### config.mk
export PLATFORM = sky130hd
export DESIGN_NAME = modem_timestamp_to_epoch_top
export DESIGN_NICKNAME = d
export VERILOG_FILES = /design/src/rtl/mtte_pkg.sv /design/src/rtl/mtte_parser.sv /design/src/rtl/mtte_days.sv /design/src/rtl/modem_timestamp_to_epoch_top.sv
export SDC_FILE = /design/constraint.sdc
export NUM_CORES = 1
export LEC_CHECK = 0
export BUFFER_PORTS_ARGS = -buffer_cell sky130_fd_sc_hd__buf_4
export CAP_MARGIN = 20
export CORE_UTILIZATION = 53
export CTS_CLUSTER_DIAMETER = 60
export CTS_CLUSTER_SIZE = 24
export DETAILED_ROUTE_END_ITERATION = 10
export PLACE_DENSITY = 0.71
export SETUP_SLACK_MARGIN = 0.1
export SYNTH_ARGS = -nofsm -noshare
export SYNTH_HDL_FRONTEND = slang
export SYNTH_SLANG_ARGS = --single-unit
### constraint.sdc
create_clock -name clk -period 6.6 [get_ports clk]
set_input_delay 0.33 -clock clk [delete_from_list [all_inputs] [get_ports clk]]
set_output_delay 0.33 -clock clk [all_outputs]
set_load 0.01 [all_outputs]
### src/rtl/mtte_pkg.sv
`default_nettype none

package mtte_pkg;

    localparam int NUM_FIELDS = 6;
    localparam int FIELD_W = 7;
    localparam int POS_W = 3;
    localparam int DAYS_W = 16;
    localparam int HMS_W = 19;

    localparam logic [FIELD_W-1:0] FIELD_MAX = 7'd99;

    localparam logic [7:0] CHAR_QUOTE = 8'h22;
    localparam logic [7:0] CHAR_ZERO = 8'h30;
    localparam logic [7:0] CHAR_NINE = 8'h39;
    localparam logic [7:0] CHAR_SLASH = 8'h2F;
    localparam logic [7:0] CHAR_COMMA = 8'h2C;
    localparam logic [7:0] CHAR_COLON = 8'h3A;
    localparam logic [7:0] CHAR_PLUS = 8'h2B;

    localparam logic [1:0] STATUS_OK = 2'd0;
    localparam logic [1:0] STATUS_MISSING = 2'd1;
    localparam logic [1:0] STATUS_BAD_MONTH = 2'd2;

    // Days from 1970-01-01 to 2000-01-01, less the leap days that the
    // quarter term counts for the years before 2000.
    localparam logic [DAYS_W-1:0] DAYS_BASE = 16'd10458;
    localparam logic [31:0] SECS_PER_DAY = 32'd86400;

    typedef struct packed {
        logic [7:0] char_in;
        logic       is_last;
    } mtte_char_t;

    typedef struct packed {
        logic [31:0] epoch_seconds;
        logic [1:0]  status;
    } mtte_result_t;

    typedef struct packed {
        logic [FIELD_W-1:0] yy;
        logic [FIELD_W-1:0] mon;
        logic [FIELD_W-1:0] dd;
        logic [FIELD_W-1:0] hh;
        logic [FIELD_W-1:0] mi;
        logic [FIELD_W-1:0] ss;
        logic [1:0]         status;
    } mtte_fields_t;

    typedef struct packed {
        logic [DAYS_W-1:0] days;
        logic [HMS_W-1:0]  hms;
        logic [1:0]        status;
    } mtte_calc_t;

    function automatic logic [7:0] end_mark(input logic [POS_W-1:0] pos);
        logic [7:0] mark;
        case (pos)
            3'd0, 3'd1: mark = CHAR_SLASH;
            3'd2:       mark = CHAR_COMMA;
            3'd3, 3'd4: mark = CHAR_COLON;
            3'd5:       mark = CHAR_PLUS;
            default:    mark = 8'h00;
        endcase
        return mark;
    endfunction

    function automatic logic [8:0] days_before_month(input logic [3:0] mon);
        logic [8:0] d;
        case (mon)
            4'd2:    d = 9'd31;
            4'd3:    d = 9'd59;
            4'd4:    d = 9'd90;
            4'd5:    d = 9'd120;
            4'd6:    d = 9'd151;
            4'd7:    d = 9'd181;
            4'd8:    d = 9'd212;
            4'd9:    d = 9'd243;
            4'd10:   d = 9'd273;
            4'd11:   d = 9'd304;
            4'd12:   d = 9'd334;
            default: d = 9'd0;
        endcase
        return d;
    endfunction

endpackage

`default_nettype wire

### src/rtl/mtte_parser.sv
`default_nettype none

module mtte_parser (
    input  wire logic                 clk,
    input  wire logic                 rst_n,
    input  wire logic                 accept,
    input  wire mtte_pkg::mtte_char_t item,
    output mtte_pkg::mtte_fields_t    job
);

    logic [mtte_pkg::FIELD_W-1:0] field_reg [mtte_pkg::NUM_FIELDS];
    logic [mtte_pkg::FIELD_W-1:0] field_next [mtte_pkg::NUM_FIELDS];
    logic [9:0]                   acc [mtte_pkg::NUM_FIELDS];
    logic [mtte_pkg::POS_W-1:0]   pos_reg;
    logic [mtte_pkg::POS_W-1:0]   pos_next;
    logic                         quote_reg;
    logic                         quote_next;
    logic                         restart;
    logic                         is_digit;
    logic                         delim;
    logic [3:0]                   digit;

    always_comb
    begin
        restart = (item.char_in == mtte_pkg::CHAR_QUOTE) && !quote_reg;
        is_digit = (item.char_in >= mtte_pkg::CHAR_ZERO) &&
                   (item.char_in <= mtte_pkg::CHAR_NINE);
        digit = item.char_in[3:0];
        delim = (pos_reg < mtte_pkg::POS_W'(mtte_pkg::NUM_FIELDS)) &&
                (item.char_in == mtte_pkg::end_mark(pos_reg));
        quote_next = quote_reg || restart;
        if (restart)
        begin
            pos_next = '0;
        end
        else if (delim)
        begin
            pos_next = pos_reg + 3'd1;
        end
        else
        begin
            pos_next = pos_reg;
        end
        for (int i = 0; i < mtte_pkg::NUM_FIELDS; i++)
        begin
            acc[i] = {3'b0, field_reg[i]} * 10'd10 + {6'b0, digit};
            if (restart)
            begin
                field_next[i] = '0;
            end
            else if (is_digit && (pos_reg == mtte_pkg::POS_W'(i)))
            begin
                field_next[i] = (acc[i] > {3'b0, mtte_pkg::FIELD_MAX}) ?
                                mtte_pkg::FIELD_MAX : acc[i][mtte_pkg::FIELD_W-1:0];
            end
            else
            begin
                field_next[i] = field_reg[i];
            end
        end
    end

    always_ff @(posedge clk or negedge rst_n)
    begin
        if (!rst_n)
        begin
            for (int i = 0; i < mtte_pkg::NUM_FIELDS; i++)
            begin
                field_reg[i] <= '0;
            end
            pos_reg <= '0;
            quote_reg <= 1'b0;
        end
        else if (accept)
        begin
            for (int i = 0; i < mtte_pkg::NUM_FIELDS; i++)
            begin
                field_reg[i] <= item.is_last ? '0 : field_next[i];
            end
            pos_reg <= item.is_last ? '0 : pos_next;
            quote_reg <= item.is_last ? 1'b0 : quote_next;
        end
    end

    always_comb
    begin
        job.yy = field_next[0];
        job.mon = field_next[1];
        job.dd = field_next[2];
        job.hh = field_next[3];
        job.mi = field_next[4];
        job.ss = field_next[5];
        if (pos_next < mtte_pkg::POS_W'(mtte_pkg::NUM_FIELDS))
        begin
            job.status = mtte_pkg::STATUS_MISSING;
        end
        else if ((field_next[1] == '0) || (field_next[1] > 7'd12))
        begin
            job.status = mtte_pkg::STATUS_BAD_MONTH;
        end
        else
        begin
            job.status = mtte_pkg::STATUS_OK;
        end
    end

endmodule

`default_nettype wire

### src/rtl/mtte_days.sv
`default_nettype none

module mtte_days (
    input  wire logic                   clk,
    input  wire logic                   rst_n,
    input  wire logic                   load,
    input  wire mtte_pkg::mtte_fields_t job,
    input  wire logic                   take,
    output logic                        can_load,
    output logic                        calc_valid,
    output mtte_pkg::mtte_calc_t        calc
);

    mtte_pkg::mtte_fields_t       fields_reg;
    logic                         fields_valid_reg;
    mtte_pkg::mtte_calc_t         calc_reg;
    mtte_pkg::mtte_calc_t         calc_next;
    logic                         calc_valid_reg;
    logic                         calc_move;
    logic [mtte_pkg::DAYS_W-1:0]  year_days;
    logic [mtte_pkg::DAYS_W-1:0]  quarter;
    logic                         leap_add;

    always_comb
    begin
        calc_move = !calc_valid_reg || take;
        can_load = !fields_valid_reg || calc_move;

        year_days = 16'(fields_reg.yy) * 16'd365;
        quarter = (16'd1999 + 16'(fields_reg.yy)) >> 2;
        leap_add = (fields_reg.yy[1:0] == 2'b00) && (fields_reg.mon > 7'd2);

        calc_next.days = mtte_pkg::DAYS_BASE + year_days + quarter +
                         16'(mtte_pkg::days_before_month(fields_reg.mon[3:0])) +
                         16'(leap_add) + 16'(fields_reg.dd) - 16'd1;
        calc_next.hms = 19'(fields_reg.hh) * 19'd3600 + 19'(fields_reg.mi) * 19'd60 +
                        19'(fields_reg.ss);
        calc_next.status = fields_reg.status;
    end

    always_ff @(posedge clk or negedge rst_n)
    begin
        if (!rst_n)
        begin
            fields_valid_reg <= 1'b0;
            calc_valid_reg <= 1'b0;
        end
        else
        begin
            if (load)
            begin
                fields_valid_reg <= 1'b1;
            end
            else if (calc_move)
            begin
                fields_valid_reg <= 1'b0;
            end
            if (calc_move)
            begin
                calc_valid_reg <= fields_valid_reg;
            end
        end
    end

    always_ff @(posedge clk)
    begin
        if (load)
        begin
            fields_reg <= job;
        end
        if (calc_move && fields_valid_reg)
        begin
            calc_reg <= calc_next;
        end
    end

    assign calc_valid = calc_valid_reg;
    assign calc = calc_reg;

endmodule

`default_nettype wire

### src/rtl/modem_timestamp_to_epoch_top.sv
// Converts a modem clock string of the form "yy/MM/dd,hh:mm:ss+zz" into
// Unix seconds, taking one character per transfer on the char channel.
// The first double quote of a string restarts the parse, digits build the
// current field up to 99, and each field closes on its own delimiter.
// A character transfer with is_last set closes the string and produces
// one transfer on the epoch channel carrying the seconds and a status
// code (ok, missing fields, or month out of range, the latter two with
// zero seconds). Characters without is_last produce nothing.
// One character is taken per cycle while char_stall is low. A result
// passes through three registers: the field register loads at the
// transfer of its last character, then the day and time-of-day
// register, then the output register holding the product with the seconds
// per day. Those three registers form a pipeline, so characters keep
// flowing while a result waits; char_stall rises only when all three hold
// work and epoch_stall is high.
// Reset clears the parse state and empties the pipeline; a stalled result
// holds its value until it is taken.
`default_nettype none

module modem_timestamp_to_epoch_top (
    input  wire logic                   clk,
    input  wire logic                   rst_n,
    input  wire logic                   char_valid,
    output logic                        char_stall,
    input  wire mtte_pkg::mtte_char_t   char_data,
    output logic                        epoch_valid,
    input  wire logic                   epoch_stall,
    output mtte_pkg::mtte_result_t      epoch_data
);

    mtte_pkg::mtte_fields_t  job;
    mtte_pkg::mtte_calc_t    calc;
    mtte_pkg::mtte_result_t  out_reg;
    mtte_pkg::mtte_result_t  out_next;
    logic                    out_valid_reg;
    logic                    out_move;
    logic                    can_load;
    logic                    calc_valid;
    logic                    accept;

    assign out_move = !out_valid_reg || !epoch_stall;
    assign char_stall = !can_load;
    assign accept = char_valid && can_load;

    mtte_parser u_parser (
        .clk    (clk),
        .rst_n  (rst_n),
        .accept (accept),
        .item   (char_data),
        .job    (job)
    );

    mtte_days u_days (
        .clk        (clk),
        .rst_n      (rst_n),
        .load       (accept && char_data.is_last),
        .job        (job),
        .take       (out_move),
        .can_load   (can_load),
        .calc_valid (calc_valid),
        .calc       (calc)
    );

    always_comb
    begin
        out_next.status = calc.status;
        if (calc.status == mtte_pkg::STATUS_OK)
        begin
            out_next.epoch_seconds = {16'b0, calc.days} * mtte_pkg::SECS_PER_DAY +
                                     {13'b0, calc.hms};
        end
        else
        begin
            out_next.epoch_seconds = '0;
        end
    end

    always_ff @(posedge clk or negedge rst_n)
    begin
        if (!rst_n)
        begin
            out_valid_reg <= 1'b0;
        end
        else if (out_move)
        begin
            out_valid_reg <= calc_valid;
        end
    end

    always_ff @(posedge clk)
    begin
        if (out_move && calc_valid)
        begin
            out_reg <= out_next;
        end
    end

    assign epoch_valid = out_valid_reg;
    assign epoch_data = out_reg;

endmodule

`default_nettype wire
## Word level (Yosys, flattened, before mapping)

Memory sizes are Yosys's and may differ from the RTL's. A register that Yosys moved wholly into a read port is not among the register bits.
Cells that the tools add are included.

- Mux-type cells: 33
- Reduce and logical (&&, ||, !) cells: 32
- Equal/unequal tests: 7
- Order comparisons: 12
- $add $sub $neg: 17
- $mul: 10

Operators with widths:

| cell | number |
|---|---|
| two-way mux 7 bit | 24 |
| adder 10 x 4 -> 10 bit | 6 |
| > comparator 10 x 7 -> 1 bit, second input constant | 6 |
| multiplier 7 x 3 -> 9 bit, second input constant | 6 |
| adder 32 x 19 -> 32 bit | 1 |
| multiplier 16 x 10 -> 25 bit, second input constant | 1 |
| case mux 6 bit (4 select lines) | 1 |
| adder 19 x 13 -> 19 bit | 1 |
| adder 19 x 7 -> 19 bit | 1 |
| adder 14 x 16 -> 16 bit, first input constant | 1 |
| adder 16 x 1 -> 16 bit | 1 |
| adder 16 x 14 -> 16 bit | 1 |
| adder 16 x 7 -> 16 bit | 1 |
| adder 16 x 9 -> 16 bit | 1 |
| multiplier 7 x 9 -> 16 bit, second input constant | 1 |
| subtractor 16 x 1 -> 16 bit, second input constant | 1 |
| multiplier 7 x 8 -> 15 bit, second input constant | 1 |
| logical AND 1 bit | 14 |
| adder 11 x 7 -> 12 bit, first input constant | 1 |
| multiplier 7 x 4 -> 11 bit, second input constant | 1 |
| two-way mux 3 bit | 3 |
| == test 8 x 6 -> 1 bit | 1 |
| == test 8 x 6 -> 1 bit, second input constant | 1 |
| greater-or-equal comparator 8 x 6 -> 1 bit, second input constant | 1 |
| other kinds (18) | 34 |

- Input port bits: 13
- Memories kept: 1
- ROM bits: 144
- Register bits: 164
- Word-level logic and storage cells: 135

Memory list:

| memory | words | bits a word | rd ports | clocked after memory_dff | wr ports | RTL line | source |
|---|---|---|---|---|---|---|---|
| (no name shown) | 16 | 9 | 1 | 1 | 0 | mtte_pkg.sv:70 | `case (mon)` |

## Logic depth before layout (Yosys ltp)

- Depth in word-level cells: 9
- Gate-level depth with buffers: 23

## Modules after synthesis

A second synthesis with hierarchy kept.

- Cells, all modules: 1883
- Area, all modules: 18530.3 sq um

By module, submodules not included:

| module | cells each | times used | area an instance (sq um) |
|---|---|---|---|
| mtte_days | 645 | 1 | 7588.5 |
| mtte_parser | 687 | 1 | 5859.4 |
| modem_timestamp_to_epoch_top | 551 | 1 | 5082.4 |

## Worst setup path before layout

Ideal clock, no wire load.

- Path type: register -> register
- From: register u_days.fields_reg[43] (netlist name)
- To: register u_days.calc_reg, in the netlist u_days.calc[35], data pin
- Cell stages (with the launch flop): 21
- Data required time: 6.334 ns
- Setup time: 0.266 ns
- Arrival: 5.376 ns
- Path slack: 0.958 ns
- Buffers on the path: 1
- Cells stage by stage: edfxtp_1 -> clkbuf_1 -> inv_1 -> ha_1 -> a21oi_1 -> fa_1 -> fa_1 -> inv_1 -> fa_1 -> fa_1 -> inv_1 -> fa_1 -> ha_1 -> a21oi_1 -> o21bai_1 -> a21oi_1 -> nor2b_1 -> o21a_1 -> o31a_1 -> o41ai_1 -> xnor2_1

RTL lines:

| item | RTL line | source |
|---|---|---|
| from (decl) | mtte_days.sv:14 | `mtte_pkg::mtte_fields_t fields_reg;` |
| from (signal assigned) | mtte_days.sv:69 | `fields_reg <= job;` |
| to (signal assigned) | mtte_days.sv:73 | `calc_reg <= calc_next;` |
| to (decl) | mtte_days.sv:16 | `mtte_pkg::mtte_calc_t calc_reg;` |

==> flow_summary.toml <==
[floorplan]
coreArea_um2 = 32700
io-pin-count = 49
dieHeight_um = 184.8
dieArea_um2 = 34140
die_x_um = 184.8
rows = 66
initial_core_util_pct = 54.14

[logic_synthesis]
syn_nets = 2185
synth_area_leaders = "ha_1, edfxtp_1, fa_1, dfrtp_1, inv_1"
postSynthCellCount = 1756
yosys_most_used_dff = "edfxtp_1"
synth-edff-count = 115
async_flop_share_pct = 28.32
yosys_warnings = 0
synth_area_leader_cell = "ha_1"
synth_top_area_share_pct = 21.98
syn_area_um2 = 17700
synth.distinct_cells = 77
ys_ff_latch = 173
ys_seq_area_share_pct = 27.45
synth_area_per_cell_um2 = 10.08

[timing]
setup_tns_ns = 0
max_slew.worst_pin.slew_ns = 1.000
finalMaxSlewViolations = 0
slew_headroom_pct = 33.06
fin_crit_sh_pct = 91.23
fmax_mhz = 166.1
fin_crit_ns = 6.021
hold_viol_final = 0
skew_ns = 0.01267
rsz0062_at_grt = "no"
finalSetupViolCount = 0

[drt]
num_vias = 12670
drc = 0
drt_iter0_markers = 730
vias_per_cell = 5.616
ant_nets = 0
wl_per_cell_um = 16.09
routed_wl_mm = 36.29
firstDrtPassIters = 5

[worst_setup_path]
arrival_ns = 6.20
path_cells = "inv_1, ha_1, nand2_1, nand2_1, a21oi_1, fa_1, fa_1, inv_1, fa_1, fa_1, inv_1, fa_1, ha_1, a21oi_1, o21bai_1, a21oi_1, nor2b_1, o21a_1, o31a_1, o41ai_2, xnor2_1"
start_kind = "register"
crit_path_end_kind = "register"
crit_fanout = 6
critPathMostFrequentCell = "fa_1"
required_ns = 6.78
crit_slowest_cell = "fa_1"
slowest_delay_ns = 0.55
path_class = "reg -> reg"

[global_route]
grt_pass1_wl_mm = 61.15
grt_pass1_vias = 12770
grt_max_degree = 50
antenna_found_initial = 1
grt_usage_pct = 22.51
grt_overflow_total = 0

[clock_tree]
cts_max_path_buffers = 2
htreeDepth = 4
cts_buffers = 17
cts_tree = "yes"
root_buffer = "clkbuf_16"
clock_latency_ns = 0.45
cts_sinks = 173
clkTransAtPathRegs_ns = 0.07

[min_path]
hp-class = "in -> reg"

[placement]
place.gp.congestion = 0.9075
dpl.hpwl_mm = 29.25
portBuffers = 48

[run_status]
status = "complete, no violations"

[flow_run]
drv_cap = 0

[layout]
diodes = 0
nNetsFinal = 2230
drive_gt1_share_pct = 7.111
fillers = 2791
area.growth.synth_to_final_pct = 8.346
cell usage in the layout (no fill, tap or decap), types with 49 or more instances in the layout:
master	count
inv_1	261
fa_1	105
dfrtp_1	49
edfxtp_1	115
o21ai_0	63
xnor2_1	95
ha_1	311
buf_4	58
nand2_1	73
nor2_1	91
a21oi_1	84
routing by layer:
layer / global-route usage, % / vias to the layer above / wire [um]
met5: 0 / - / 13
met4: 7.702 / 2 / 980
met3: 3.421 / 70 / 1413
met2: 39.25 / 282 / 17700
met1: 28.35 / 6037 / 16180
li1: - / 6278 / -
worst paths after layout:
kind                                        from                      to  slack (ns)  cells past startpoint
min reg2reg                  u_days.calc_next[1]          u_days.calc[1]        0.42                      0
min in group asynchronous                  rst_n  u_parser.field_reg[41]        0.45                      2
min                                  epoch_stall             epoch_valid        0.13                      2
max in group asynchronous                  rst_n   u_parser.field_reg[1]        5.65                      2
max                        u_days.fields_reg[40]         u_days.calc[35]        0.58                     21
max reg2reg                u_days.fields_reg[40]         u_days.calc[35]        0.58                     21
cell usage after synthesis, types with 19 or more instances:
cell      instances
ha_1            311
inv_1           262
edfxtp_1        115
fa_1            105
xnor2_1          95
nor2_1           92
a21oi_1          84
nand2_1          73
o21ai_0          63
dfrtp_1          49
nor3_1           46
xor2_1           40
a21o_1           36
clkbuf_1         24
o21bai_1         24
nand3_1          22
nand2b_1         20
and2_1           19
and3_1           19
area by class of cell:
| class | instances | area (um2) | area share [%] |
|---|---|---|---|
| clock buffers | 19 | 454.2 | 2.368 |
| clock inverters | 13 | 122.6 | 0.6392 |
| inverters | 262 | 983.4 | 5.127 |
| multi-input cells | 1287 | 11740 | 61.22 |
| flip-flops and latches | 173 | 4860 | 25.33 |
| well taps | 442 | 553.0 | 2.883 |
| repair buffers | 60 | 465.4 | 2.426 |
metrics by stage:
stage / area (um2) / util, % / worst slack (ns) / instances / hold WS (ns)
3_3_place_gp: 18550 / 56.73 / 0.6905 / 2220 / 0.4046
6_report: 19180 / 58.66 / 0.5788 / 2256 / 0.1303
3_5_place_dp: 18550 / 56.73 / 0.5183 / 2220 / 0.4045
5_1_grt: 19180 / 58.66 / 0.1596 / 2256 / 0.1177
4_1_cts: 19140 / 58.53 / 0.4877 / 2253 / 0.1133
2_1_floorplan: 17700 / - / 0.9585 / 1756 / 0.03441
kinds of logic (layout without fill, tap and decap cells):
family                     Yosys count  in the layout  share of synthesized area (%)
adders and majority gates          416            416                          33.85
AOI/OAI and AO/OA                  368            368                          14.68
buffers and inverters              296            354                          6.353
DFF                                173            173                          27.45
muxes                               15             15                         0.8763
xor gates and xnor gates           136            136                          6.813
and+or+nand+nor                    352            352                          9.979
worst max-delay path: cells and delay by family (launching register included):
kind	cells	cell delay, ns
flops	1	0.51
compound gates	7	1.51
buf+inv	3	0.29
fa+ha+maj	7	3.10
xor+xnor	1	0.12
simple gates	3	0.22
timing repair:
item / 4_1_cts / 5_1_grt
setup buffers: 0 / 2
endpoints found under the hold margin: 49 / 0
hold buffers: 1 / 0
setup endpoints to repair: 0 / 1
gates resized for setup: 0 / 1
Power is left out: the tool's default activity adds up to more than one toggle a clock period on the data nets, which glitch-free logic cannot reach.
